==> config.mk <==
export PLATFORM = sky130hd
export DESIGN_NAME = bpr_csr
export DESIGN_NICKNAME = d
export VERILOG_FILES = /design/src/bpr_pkg.sv /design/src/bpr_csr.sv
export SDC_FILE = /design/constraint.sdc
export NUM_CORES = 1
export LEC_CHECK = 0
export BUFFER_PORTS_ARGS = -buffer_cell sky130_fd_sc_hd__buf_2
export CAP_MARGIN = 0
export CORE_ASPECT_RATIO = 1.4
export CORE_UTILIZATION = 45
export DETAILED_ROUTE_END_ITERATION = 6
export PLACE_DENSITY = 0.84
export SLEW_MARGIN = 20
export SYNTH_ARGS = -nofsm -noshare
export SYNTH_HDL_FRONTEND = slang
export SYNTH_SLANG_ARGS = --single-unit
==> constraint.sdc <==
create_clock -name clock -period 2.5 [get_ports clock]
set_input_delay 0.125 -clock clock [delete_from_list [all_inputs] [get_ports clock]]
set_output_delay 0.125 -clock clock [all_outputs]
set_load 0.05 [all_outputs]
==> src/bpr_pkg.sv <==
`default_nettype none

package bpr_pkg;

   localparam int MAX_WIDTH   = 256;
   localparam int MAX_HEIGHT  = 256;
   localparam int SAMPLE_BITS = 16;
   localparam int FRAC_BITS   = 16;

   localparam int COL_BITS  = $clog2(MAX_WIDTH);
   localparam int ROW_BITS  = $clog2(MAX_HEIGHT);
   localparam int ADDR_BITS = COL_BITS + ROW_BITS;
   localparam int DEPTH     = MAX_WIDTH * MAX_HEIGHT;

   localparam int POS_BITS   = 8;
   localparam int DIM_BITS   = 9;
   localparam int SCALE_BITS = 24;
   localparam int PROD_BITS  = POS_BITS + SCALE_BITS;
   localparam int INT_BITS   = PROD_BITS - FRAC_BITS;

   localparam int CSR_DATA_BITS = 32;
   localparam int CSR_ADDR_BITS = 4;

   localparam logic OP_WRITE  = 1'b0;
   localparam logic OP_INTERP = 1'b1;

   typedef enum logic [1:0] {
      REG_SRC_WIDTH  = 2'd0,
      REG_SRC_HEIGHT = 2'd1,
      REG_SCALE_X    = 2'd2,
      REG_SCALE_Y    = 2'd3
   } reg_index_type;

   // bit 0 picks the right column, bit 1 the lower row
   typedef enum logic [1:0] {
      TAP_00 = 2'd0,
      TAP_10 = 2'd1,
      TAP_01 = 2'd2,
      TAP_11 = 2'd3
   } tap_type;

   typedef struct packed {
      logic [DIM_BITS-1:0]   width;
      logic [DIM_BITS-1:0]   height;
      logic [SCALE_BITS-1:0] scale_x;
      logic [SCALE_BITS-1:0] scale_y;
   } cfg_type;

   typedef struct packed {
      logic    wr_mem;
      logic    ld_req;
      logic    ld_clamp;
      logic    rd_en;
      tap_type rd_sel;
      logic    cap_en;
      tap_type cap_sel;
      logic    ld_horiz;
      logic    ld_result;
   } dp_cmd_type;

endpackage

`default_nettype wire

==> src/bpr_csr.sv <==
`default_nettype none

module bpr_csr import bpr_pkg::*; (
   input  logic                     clock,
   input  logic                     reset,
   input  logic                     psel,
   input  logic                     penable,
   input  logic                     pwrite,
   input  logic [CSR_ADDR_BITS-1:0] paddr,
   input  logic [CSR_DATA_BITS-1:0] pwdata,
   output logic [CSR_DATA_BITS-1:0] prdata,
   output logic                     pready,
   output cfg_type                  cfg
);

   cfg_type       cfg_ff;
   reg_index_type idx;
   logic          wr_en;

   assign idx    = reg_index_type'(paddr[CSR_ADDR_BITS-1:2]);
   assign wr_en  = psel & penable & pwrite;
   assign pready = 1'b1;
   assign cfg    = cfg_ff;

   always_ff @(posedge clock) begin
      if (reset) begin
         cfg_ff.width   <= DIM_BITS'(MAX_WIDTH);
         cfg_ff.height  <= DIM_BITS'(MAX_HEIGHT);
         cfg_ff.scale_x <= SCALE_BITS'(1 << FRAC_BITS);
         cfg_ff.scale_y <= SCALE_BITS'(1 << FRAC_BITS);
      end else if (wr_en) begin
         case (idx)
            REG_SRC_WIDTH:  cfg_ff.width   <= pwdata[DIM_BITS-1:0];
            REG_SRC_HEIGHT: cfg_ff.height  <= pwdata[DIM_BITS-1:0];
            REG_SCALE_X:    cfg_ff.scale_x <= pwdata[SCALE_BITS-1:0];
            REG_SCALE_Y:    cfg_ff.scale_y <= pwdata[SCALE_BITS-1:0];
            default: ;
         endcase
      end
   end

   always_comb begin
      case (idx)
         REG_SRC_WIDTH:  prdata = CSR_DATA_BITS'(cfg_ff.width);
         REG_SRC_HEIGHT: prdata = CSR_DATA_BITS'(cfg_ff.height);
         REG_SCALE_X:    prdata = CSR_DATA_BITS'(cfg_ff.scale_x);
         REG_SCALE_Y:    prdata = CSR_DATA_BITS'(cfg_ff.scale_y);
         default:        prdata = '0;
      endcase
   end

endmodule

`default_nettype wire

==> metrics.md <==
| Metric | Value |
|---|---|
| Routed Antenna Nets | `0` |
| Measured slew at the worst slew-check pin | `about 940 ps` |
| Clock Latency Late Sink | `~340 ps` |
| Die Y | `approximately 100 microns` |
| HPWL Detailed | `between 4000 and 5000 microns` |
| CP Capture Type | `output pin` |
| # rows | `36` |
| Die X | `between 70 and 80 microns` |
| Hold Vio Cnt, Final | `0` |
| Worst Path Required | `roughly 2400 ps` |
| Critical path fanouts, max | `30` |
| Largest net degree at the start of global routing | `48` |
| Synth unique cells | `20` |
| Routability cong. | `~0.75` |
| Full die area | `just under 8000 sq um` |
| Detailed-route via count | `approximately 2700` |
| Fin crit period | `approximately 1700 ps` |
| Most common cell after layout, fill and taps aside | `buf_2` |
| First-pass GRT wire length | `~12000 microns` |
| Placed inst area | `slightly below 4000 sq um` |
| Share of cells above drive strength 1 | `roughly a third` |
| DRC | `0` |
| Commonest cells after routing, fill and taps aside | `buf_2 (120), dfxtp_1 (66), nand2b_1 (63)` |
| Total CTS buffers | `9` |
| CP peak stage delay | `~460 ps` |
| Pre-antenna DRT Iters | `4` |
| Initial antenna violation count | `0` |
| Dominant combinational cell family by area after synthesis | `multiplexers` |
| Port Buf Inserts | `120` |
| Setup TNS | `0 ps` |
| Power consumption | `0.002209 W` |
| Max reg flops | `66` |
| Fin crit share | `approximately two thirds` |
| Pwr Density | `roughly 550 nW/um^2` |
| Compound-gate portion of the synthesized area | `between 6 and 7%` |
| Post-CTS Setup Bufs | `0` |
| WS Path Type | `primary input to output pin` |
| Longest Clk Path Bufs | `2` |
| Vias/cell | `about 5` |
| Unrepaired setup endpoints after global routing | `no` |
| Drt wl/cell | `14.04 microns` |
| Pleak | `roughly 2.1 nW` |
| Critical-path top delay cell | `buf_4` |
| Most used cell, CP | `buf_2` |
| Slew HR | `~38%` |
| Sequential share of the synthesized area | `40.02%` |
| Fin Clk Skew | `0 ps` |
| Area of the mapped netlist | `3302 sq um` |
| H-tree depth | `3` |
| Worst vdd rail ir drop | `between 0.3 and 0.4 mV` |
| Initial Util | `46.99%` |
| CTS Hold Bufs | `0` |
| Antenna Cells | `0` |
| Outcome | `finished, final reports clean` |
| Total GRT Usage | `between 20% and 30%` |
| Post-Syn Instances | `331` |
| Final Max Slew Viols | `0` |
| Ys Warns | `0` |
| Maximum clock frequency | `587.8 MHz` |
| CTS tree | `yes` |
| Clk slew on worst S/H paths | `roughly 70 ps` |
| DRT Wirelength | `~7500 microns` |
| Core ar. | `~7000 sq um` |
| Ports | `140` |
| Worst min path class | `primary input to register` |
| Crit path DAT | `1580 ps` |
| Vias in the first global route | `2336` |
| MaxCap Viol Count | `0` |
| CTS resizes | `0` |
| Crit start category | `primary input` |
| Post-synthesis simple-gate area fraction | `between 20% and 30%` |
| XOR/XNOR Fraction of Synth Area | `0%` |
| Nets | `between 400 and 500` |
| CTS root buffer | `clkbuf_8` |
| Grt ovf | `0` |
| Synth Area per Inst | `~10 sq um` |
| Synth Area in Adders | `0%` |
| Critical path, cell by cell | `buf_2 -> buf_4 -> mux4_2 -> buf_2` |
| Post-route cell area | `4040 sq um` |
| Clock Sink Count | `66` |
| Initial drt markers | `around 140` |
| Post-synthesis mux area share | `between 20% and 30%` |
| Yosys reg bits | `66` |
| Area delta synth->final | `22.36%` |
| Setup Viol. Count Final | `0` |
kinds of logic after synthesis:
logic type	Yosys count
other	2
AOI/OAI and AO/OA	46
buffers and inverters	37
and+or+nand+nor	113
DFF	66
muxes	67
routing by layer:
layer	wire (microns)	track usage [%]	share of wire [%]
met1	3380	25.11	45
met5	0	0	0
met4	188	10.74	2.5
met2	3613	32.57	48
met3	330	4.167	4.4
metrics by stage:
stage	cells	worst slack [ps]	hold slack (ps)	util, %
2_1_floorplan	338	886.8	295.5	-
4_1_cts	535	780.6	39.42	57.50
6_report	535	798.8	48.61	57.50
3_5_place_dp	520	412.6	400.6	54.86
5_1_grt	535	607.5	60.74	57.50
3_3_place_gp	520	551.7	390.3	54.86
path summary, 6_finish.rpt:
check | startpoint | endpoint | slack, ps | cells past startpoint
worst max register to register | cfg[29] | cfg[29] | 1670 | 3
worst min register to register | cfg[52] | cfg[52] | 490 | 2
worst max-delay path | paddr[2] | prdata[1] | 800 | 4
worst min-delay path | pwdata[16] | cfg[16] | 50 | 3
cells in the mapped netlist:
| library cell | number | area, sq um |
|---|---|---|
| dfxtp_1 | 66 | 1321 |
| nand3_1 | 1 | 5.000 |
| buf_2 | 3 | 15.01 |
| or3_1 | 2 | 12.51 |
| conb_1 | 2 | 7.510 |
| buf_6 | 2 | 22.52 |
| nand2b_1 | 63 | 394.1 |
| clkbuf_1 | 18 | 67.56 |
| nor2_1 | 6 | 22.52 |
| nor3_2 | 1 | 10.01 |
| o21ai_0 | 46 | 230.2 |
| buf_12 | 2 | 40.04 |
| inv_1 | 1 | 3.750 |
| mux4_1 | 5 | 131.4 |
| buf_4 | 11 | 82.58 |
| mux4_2 | 4 | 90.09 |
| nand4_4 | 1 | 21.27 |
| mux2i_1 | 58 | 580.6 |
| or2_1 | 1 | 6.260 |
| nor2b_1 | 38 | 237.7 |
worst max-delay path, delay by kind of cell:
kind     cells  cell delay [ps]
buf+inv      3             1050
mux          1              370
cell type report:
cell class	instances	area, sq um
clock inverters	3	40.04
flip-flops and latches	66	1321
repair buffers	123	635.6
fillers	632	2987
clock buffers	12	145.1
well taps	95	118.9
inverters	1	3.754
multi-input cells	235	1775
where the power goes:
group          internal, W  leakage [nW]  switching (W)
clock             0.000480        0.0962       0.000381
combinational    0.0000854          1.45       0.000188
sequential         0.00107         0.533     0.00000930
(Power assumes the default switching activity.)
