**src/bpr_pkg.sv**
```systemverilog
`default_nettype none

package bpr_pkg;

   localparam int MAX_WIDTH   = 256;
   localparam int MAX_HEIGHT  = 256;
   localparam int SAMPLE_BITS = 16;
   localparam int FRAC_BITS   = 16;

   localparam int COL_BITS  = $clog2(MAX_WIDTH);
   localparam int ROW_BITS  = $clog2(MAX_HEIGHT);
   localparam int ADDR_BITS = COL_BITS + ROW_BITS;
   localparam int DEPTH     = MAX_WIDTH * MAX_HEIGHT;

   localparam int POS_BITS   = 8;
   localparam int DIM_BITS   = 9;
   localparam int SCALE_BITS = 24;
   localparam int PROD_BITS  = POS_BITS + SCALE_BITS;
   localparam int INT_BITS   = PROD_BITS - FRAC_BITS;

   localparam int CSR_DATA_BITS = 32;
   localparam int CSR_ADDR_BITS = 4;

   localparam logic OP_WRITE  = 1'b0;
   localparam logic OP_INTERP = 1'b1;

   typedef enum logic [1:0] {
      REG_SRC_WIDTH  = 2'd0,
      REG_SRC_HEIGHT = 2'd1,
      REG_SCALE_X    = 2'd2,
      REG_SCALE_Y    = 2'd3
   } reg_index_type;

   // bit 0 picks the right column, bit 1 the lower row
   typedef enum logic [1:0] {
      TAP_00 = 2'd0,
      TAP_10 = 2'd1,
      TAP_01 = 2'd2,
      TAP_11 = 2'd3
   } tap_type;

   typedef struct packed {
      logic [DIM_BITS-1:0]   width;
      logic [DIM_BITS-1:0]   height;
      logic [SCALE_BITS-1:0] scale_x;
      logic [SCALE_BITS-1:0] scale_y;
   } cfg_type;

   typedef struct packed {
      logic    wr_mem;
      logic    ld_req;
      logic    ld_clamp;
      logic    rd_en;
      tap_type rd_sel;
      logic    cap_en;
      tap_type cap_sel;
      logic    ld_horiz;
      logic    ld_result;
   } dp_cmd_type;

endpackage

`default_nettype wire

```
**src/bpr_ctrl.sv**
```systemverilog
`default_nettype none

module bpr_ctrl import bpr_pkg::*; (
   input  logic       clock,
   input  logic       reset,
   input  logic       start,
   input  logic       opcode,
   output logic       busy,
   output dp_cmd_type cmd
);

   typedef enum logic [3:0] {
      ST_IDLE,
      ST_CLAMP,
      ST_RD00,
      ST_RD10,
      ST_RD01,
      ST_RD11,
      ST_TAP3,
      ST_HORIZ,
      ST_VERT
   } state_type;

   state_type state_ff, state_in;
   logic      busy_ff;
   logic      accept;

   assign accept = start & ~busy_ff;
   assign busy   = busy_ff;

   always_comb begin
      state_in = state_ff;
      case (state_ff)
         ST_IDLE:  if (accept && opcode == OP_INTERP) state_in = ST_CLAMP;
         ST_CLAMP: state_in = ST_RD00;
         ST_RD00:  state_in = ST_RD10;
         ST_RD10:  state_in = ST_RD01;
         ST_RD01:  state_in = ST_RD11;
         ST_RD11:  state_in = ST_TAP3;
         ST_TAP3:  state_in = ST_HORIZ;
         ST_HORIZ: state_in = ST_VERT;
         ST_VERT:  state_in = ST_IDLE;
         default:  state_in = ST_IDLE;
      endcase
   end

   always_ff @(posedge clock) begin
      if (reset) begin
         state_ff <= ST_IDLE;
         busy_ff  <= 1'b0;
      end else begin
         state_ff <= state_in;
         busy_ff  <= (state_in != ST_IDLE);
      end
   end

   always_comb begin
      cmd           = '0;
      cmd.rd_sel    = TAP_00;
      cmd.cap_sel   = TAP_00;
      cmd.wr_mem    = accept && (opcode == OP_WRITE);
      cmd.ld_req    = accept && (opcode == OP_INTERP);
      case (state_ff)
         ST_CLAMP: cmd.ld_clamp = 1'b1;
         ST_RD00: begin
            cmd.rd_en  = 1'b1;
            cmd.rd_sel = TAP_00;
         end
         ST_RD10: begin
            cmd.rd_en   = 1'b1;
            cmd.rd_sel  = TAP_10;
            cmd.cap_en  = 1'b1;
            cmd.cap_sel = TAP_00;
         end
         ST_RD01: begin
            cmd.rd_en   = 1'b1;
            cmd.rd_sel  = TAP_01;
            cmd.cap_en  = 1'b1;
            cmd.cap_sel = TAP_10;
         end
         ST_RD11: begin
            cmd.rd_en   = 1'b1;
            cmd.rd_sel  = TAP_11;
            cmd.cap_en  = 1'b1;
            cmd.cap_sel = TAP_01;
         end
         ST_TAP3: begin
            cmd.cap_en  = 1'b1;
            cmd.cap_sel = TAP_11;
         end
         ST_HORIZ: cmd.ld_horiz  = 1'b1;
         ST_VERT:  cmd.ld_result = 1'b1;
         default: ;
      endcase
   end

endmodule

`default_nettype wire

```
**config.mk**
```make
export PLATFORM = sky130hd
export DESIGN_NAME = bpr_ctrl
export DESIGN_NICKNAME = d
export VERILOG_FILES = /design/src/bpr_pkg.sv /design/src/bpr_ctrl.sv
export SDC_FILE = /design/constraint.sdc
export NUM_CORES = 1
export LEC_CHECK = 0
export BUFFER_PORTS_ARGS = -buffer_cell sky130_fd_sc_hd__buf_2
export CORE_AREA = 10 10 47 49
export DETAILED_ROUTE_END_ITERATION = 6
export DIE_AREA = 0 0 57 59
export HOLD_SLACK_MARGIN = 0.05
export PLACE_DENSITY = 0.54
export REMOVE_ABC_BUFFERS = 1
export SYNTH_ARGS = -nofsm -noshare
export SYNTH_HDL_FRONTEND = slang
export SYNTH_SLANG_ARGS = --single-unit
```
**constraint.sdc**
```tcl
create_clock -name clock -period 1.4 [get_ports clock]
set_clock_uncertainty 0.05 [all_clocks]
set_input_delay 0.14 -clock clock [delete_from_list [all_inputs] [get_ports clock]]
set_output_delay 0.14 -clock clock [all_outputs]
set_load 0.1 [all_outputs]
```
==> impl_metrics.csv, run 1 <==
group,metric,value,unit
routing,num_vias,301,
layout,area_growth,136,%
run_status,status,"finished, violations left",
layout,drive_above_1_share,74.5,%
clock_tree,h-tree-depth,1,
grt,grt_usage,5.54,%
grt,first_global_vias,342,
clock_tree,numCtsBuffers,3,
synthesis,synthArstFlopShare,0,%
hold_path,worstHoldPathType,"in -> reg",
clock_tree,clkSinkCount,5,
synthesis,synthTopCellsByArea,"dfxtp_1 (36%), nor2_1 (9.5%), nor3_1 (7.2%)",
synthesis,synth_ff_type,"dfxtp_1",
layout,fillCellCount,145,
synthesis,ys_seq_elements,5,
hold_path,hold_path_end,"state_ff[2]$_SDFF_PP0_",
sta,worst_pin_slew,0.485,ns
clock_tree,clockRootBuffer,"clkbuf_4",
floorplanning,io_pins,16,
power,ir_worst_vdd,0.407,mV
sta,max_freq,704,MHz
hold_path,hold_start,"reset",
synthesis,yosys.area.top_type,"dfxtp_1",
synthesis,synth_area,278,um^2
setup_path,cp_max_fo,7,
sta,min_period_over_period,102,%
sta,fin_ws,-0.0212,ns
setup_path,worstSetupStartpointType,"flop",
setup_path,worstReg2RegStart,"state_ff[1]$_SDFF_PP0_",
sta,max_slew_margin,67.9,%
synthesis,syn_avg_cell_area,8.17,um^2
setup_path,reg2reg_slack,0.42,ns
floorplanning,dieWidth,57,um
floorplanning,rows,14,
clock_tree,tritoncts,"built",
floorplanning,core,1400,um^2
run_status,failed_checks,"setup timing",
setup_path,crit_path_end_kind,"output port",
grt,antenna_found_initial,0,
routing,drt_iter0_drc,2,
synthesis,yosysMostFrequentCell,"nor2_1",
clock_tree,clock_latency,0.24,ns
setup_path,critPathKind,"reg -> out",
routing,antenna_left,0,
synthesis,synth_top_area_share,36.0,%
clock_tree,cts_setup_buffers,0,
setup_path,reg2reg_depth,2,
setup_path,required,1.21,ns
clock_tree,cts_buffer_depth,2,
grt,grt_pass1_wl,1420,um
routing,drc,0,
layout,nets,56,
place,io_buffers,15,
floorplanning,die_area,3360,um^2
power,power,0.000672,W
routing,via_per_inst,4.49,
flow_run,maxCapViolCount,0,
floorplanning,start_util,19.8,%
synthesis,synth-edff-count,0,
setup_path,timing.rr.end,"state_ff[0]$_SDFF_PP0_",
clock_tree,cts_hold_buf,0,
sta,slew_violations,0,
synthesis,syn_inst,34,
hold_path,whs_path_depth,2,
power,powerDensity,1030,nW/um^2
power,leakagePower,0.237,nW
floorplanning,die_height,59,um
clock_tree,clk_pin_slew,0.04,ns
sta,hold_viol,0,
sta,setup_violations,1,
routing,wl_per_cell,12.3,um
synthesis,synth_seq_area_share,36.0,%
synthesis,ys_types,16,
layout,num_antenna_cells,0,
grt,grt_max_degree,10,
place,post-place-ws,0.0669,ns
sta,final.min_clock_period,1.42,ns
setup_path,arrival,1.23,ns
synthesis,synth_commonest_cells,"nor2_1 (7), dfxtp_1 (5), nor3_1 (4), buf_2 (3)",
place,dp_hpwl,613,um
grt,overflow,0,
routing,dr.pass1.iters,2,
place,gp_congestion,0.705,
synthesis,synth_warnings,0,
routing,drt_wl_total,826,um
sta,rsz0062_at_grt,"true",
## critical path: stages, from the launching register on
cell,delay (ns)
dfxtp_4,0.39
a21bo_4,0.25
a21oi_4,0.16
buf_12,0.18
## power breakdown
part | switching [W] | internal, W | leakage, nW
combinational | 0.000209 | 0.000106 | 0.179
clock | 0.0000582 | 0.000108 | 0.0150
sequential | 0.0000343 | 0.000156 | 0.0435
total | 0.000302 | 0.000370 | 0.237
## sequential cells by signal, summed over array words and instances (netlist names)
| register | cells |
|---|---|
| busy | 1 |
| state_ff | 4 |
## cell usage in the layout, fill, tap and decap left out
master	count
inv_1	1
nor2_4	4
xnor2_2	1
clkbuf_1	1
nor3_2	2
nor2_2	1
nand3b_1	2
dfxtp_4	3
nand2_1	1
buf_12	11
and2_4	1
nor3_1	2
nor3b_1	1
a2111oi_2	1
a21oi_4	1
buf_2	4
a211oi_1	1
xnor2_1	1
buf_4	1
clkbuf_4	3
dfxtp_2	1
a21bo_4	1
a211oi_2	1
dfxtp_1	1
nor2_1	2
nand2b_4	2
## routing by layer
layer  vias up  track usage [%]  share of wire (%)
met1       133             4.29                 34
met2        16             7.75                 44
met5         -                0                  0
met3         2             5.79                 18
met4         0             5.03                3.5
li1        150                -                  -
## final cells by class
cell class	count	area (um^2)	share of cell area [%]
Clock buffer	4	26.3	4.02
Timing Repair Buffer	16	248	37.9
Tap cell	16	20.0	3.06
Multi-Input combinational cell	25	244	37.3
Sequential cell	5	113	17.2
Inverter	1	3.75	0.574
## worst max-delay path by stage
stage | depth (start not counted) | slack, ns | start | end
2_1_floorplan | 1 | -1.77 | busy$_SDFF_PP0_ | cmd[10]
3_3_place_gp | 3 | 0.08 | state_ff[1]$_SDFF_PP0_ | cmd[4]
3_5_place_dp | 3 | 0.07 | state_ff[1]$_SDFF_PP0_ | cmd[4]
4_1_cts | 3 | -0.04 | state_ff[2]$_SDFF_PP0_ | cmd[4]
5_1_grt | 3 | -0.08 | state_ff[2]$_SDFF_PP0_ | cmd[4]
6_report | 3 | -0.02 | state_ff[2]$_SDFF_PP0_ | cmd[4]
## repair_timing
action / CTS / global route
pin swaps: 0 / 1
resized for setup: 17 / 9
setup endpoints to repair: 9 / 9
cloned: 0 / 0
## metrics by stage
step	std cells	hold slack (ns)	cell area (um^2)	TNS, ns	utilization (%)
global route	67	0.0759	654	-0.184	46.7
finish	67	0.0824	654	-0.0212	46.7
floorplan	31	0.155	263	-8.42	-
CTS	67	0.0766	608	-0.0925	43.4
global placement	63	0.337	531	0	37.9
detailed placement	63	0.347	531	0	37.9
## cell families (layout without fill, tap and decap cells)
group	Yosys count	count (layout)	share of synthesized area (%)
AO/OA/AOI/OAI	5	5	18.0
XOR/XNOR	2	2	6.31
buffers and inverters	4	21	6.75
flip-flops	5	5	36.0
AND/OR/NAND/NOR	18	18	32.9
Power figures use the tool's default switching activity.
==> inputs of run 2 (changes only) <==
--- a/config.mk
+++ b/config.mk
@@ -10,6 +10,7 @@
 export DETAILED_ROUTE_END_ITERATION = 6
 export DIE_AREA = 0 0 57 59
 export HOLD_SLACK_MARGIN = 0.05
+export MAX_ROUTING_LAYER = met4
 export PLACE_DENSITY = 0.54
 export REMOVE_ABC_BUFFERS = 1
 export SYNTH_ARGS = -nofsm -noshare
==> constraint.sdc (replaced) <==
create_clock -name clock -period 1.75 [get_ports clock]
set_clock_uncertainty 0.05 [all_clocks]
set_input_delay 0.175 -clock clock [delete_from_list [all_inputs] [get_ports clock]]
set_output_delay 0.175 -clock clock [all_outputs]
set_load 0.1 [all_outputs]
==> run 2 against run 1 <==
Against the previous run:
- sequential cell count unchanged
- core utilization shrank 16 points
- combinational power fell by 40%
- power fell by 30%
- clock power down 17%
- the run now ends clean
- cell count shrank 1.5%
- register-to-register slack improved by 0.24 ns
- non-clock buffer count is 1 lower
- clock-buffer cell count shrank 1
- critical endpoint is now cmd[2]
==> impl_metrics.csv, run 2 (synthesized netlist as in run 1, its figures left out) <==
group,metric,value,unit
power,switching_share,47.7,%
place,dp_hpwl,593,um
floorplanning,io_pins,16,
place,io_buffers,15,
routing,dr.pass1.iters,4,
layout,layout_commonest_cell,"buf_2",
routing,antenna_left,0,
power,intPower,0.000246,W
power,seq_power_share,30.1,%
layout,final_cells,66,
routing,via_per_inst,4.17,
power,pwr-share-clk,29.3,%
hold_path,whs_path_depth,2,
setup_path,required,1.52,ns
sta,holdWs,0.120,ns
floorplanning,dieWidth,57,um
setup_path,reg2reg_depth,2,
power,power,0.000470,W
sta,hold_viol,0,
routing,drt_iter0_drc,3,
run_status,status,"complete, no violations",
floorplanning,die_height,59,um
clock_tree,numCtsBuffers,3,
clock_tree,cts_buffer_depth,2,
clock_tree,clk_pin_slew,0.05,ns
layout,drive_above_1_share,44.0,%
setup_path,arrival,1.44,ns
grt,first_global_vias,263,
power,powerDensity,1110,nW/um^2
setup_path,crit_path_end_kind,"output port",
grt,grtUsageMet3,3.43,%
layout,mostFrequentLayoutCells,"buf_2 (9), nor2_1 (7), clkbuf_4 (7)",
power,leakagePower,0.189,nW
grt,grt_usage,5.13,%
flow_run,maxCapViolCount,0,
layout,regMostFlops,"state_ff",
routing,drt_wl_total,750,um
setup_path,cp_max_fo,9,
power,switching_power,0.000224,W
grt,overflow,0,
grt,grtUsageMet2,4.65,%
sta,slew_violations,0,
clock_tree,clock_latency,0.25,ns
grt,antenna_found_initial,0,
place,gp_congestion,0.673,
setup_path,worstSetupStartpointType,"flop",
sta,setup_violations,0,
sta,min_period_over_period,95.0,%
grt,grt_pass1_wl,1240,um
setup_path,critPathKind,"reg -> out",
grt,met1_usage,5.76,%
routing,wl_per_cell,11.4,um
layout,nets,55,
routing,drc,0,
clock_tree,h-tree-depth,1,
routing,num_vias,275,
layout,area_growth,53.2,%
clock_tree,tritoncts,"built",
clock_tree,cts_hold_buf,0,
place,post_dp_cell_area,388,um^2
floorplanning,rows,14,
sta,fin_tns_setup,0,ns
floorplanning,core,1400,um^2
clock_tree,clockRootBuffer,"clkbuf_4",
floorplanning,start_util,19.8,%
layout,largest_reg_flops,4,
grt,grt_max_degree,10,
clock_tree,clkSinkCount,5,
sta,worst_pin_slew,0.493,ns
hold_path,worstHoldPathType,"in -> reg",
power,ir_worst_vdd,0.301,mV
sta,max_slew_margin,67.4,%
sta,final.min_clock_period,1.66,ns
floorplanning,die_area,3360,um^2
sta,rsz0062_at_grt,"false",
layout,num_antenna_cells,0,
power,power_frac_comb,40.6,%
layout,final_area,425,um^2
sta,max_freq,602,MHz
place,dp.cells,62,
grt,globalRoute.busiestLayer,"met4",
[run 2: changes by cell type in the layout (fill, tap and decap cells not counted), moves of 3 or more]
cell | before | now
nor2_1 | 2 | 7
buf_12 | 11 | 2
dfxtp_1 | 1 | 5
nor2_4 | 4 | 0
clkbuf_4 | 3 | 7
dfxtp_4 | 3 | 0
buf_2 | 4 | 9
[run 2: worst paths after layout]
check	from	to	slack [ns]
max	state_ff[3]$_SDFF_PP0_	cmd[2]	0.09
min	reset	state_ff[2]$_SDFF_PP0_	0.12
max reg2reg	state_ff[1]$_SDFF_PP0_	state_ff[0]$_SDFF_PP0_	0.66
min reg2reg	state_ff[0]$_SDFF_PP0_	state_ff[3]$_SDFF_PP0_	0.53
[run 2: layout make-up]
class / count / area [um^2]
Timing Repair Buffer: 15 / 115
Tap cell: 16 / 20.0
Clock inverter: 1 / 5.00
Sequential cell: 5 / 100
Multi-Input combinational cell: 25 / 159
Inverter: 1 / 3.75
Fill cell: 165 / 976
Clock buffer: 3 / 22.5
[run 2: worst max-delay path, cell delays in order, from the launching register on]
cell      delay, ns
dfxtp_1        0.39
nand2b_1       0.24
nor2_1         0.11
buf_2          0.43
[run 2: per-stage QoR]
step | utilization (%) | setup slack, ns
global route | 30.4 | 0.00317
global placement | 27.7 | 0.338
floorplan | - | -1.46
detailed placement | 27.7 | 0.347
CTS | 29.6 | 0.0606
finish | 30.4 | 0.0881
[run 2: power by group through the flow]
stage / Combinational (W) / Clock (W) / Sequential, W
final: 0.000191 / 0.000138 / 0.000142
after CTS: 0.000191 / 0.000146 / 0.000142
after detailed placement: 0.000191 / 0 / 0.000144
after global placement: 0.000191 / 0 / 0.000143
after floorplan: 0.000136 / 0 / 0.000164
after global routing: 0.000201 / 0.000151 / 0.000144
[run 2: what timing repair did]
| action | 4_1_cts | 5_1_grt |
|---|---|---|
| endpoints found under the setup margin | 0 | 4 |
| resized for setup | 0 | 4 |
| buffers inserted | 0 | 0 |
[run 2: layer usage]
metal | up-vias | share of wire, %
met4 | 0 | 3.2
met1 | 110 | 51
met3 | 2 | 13
li1 | 147 | -
met2 | 16 | 32
met5 | - | 0
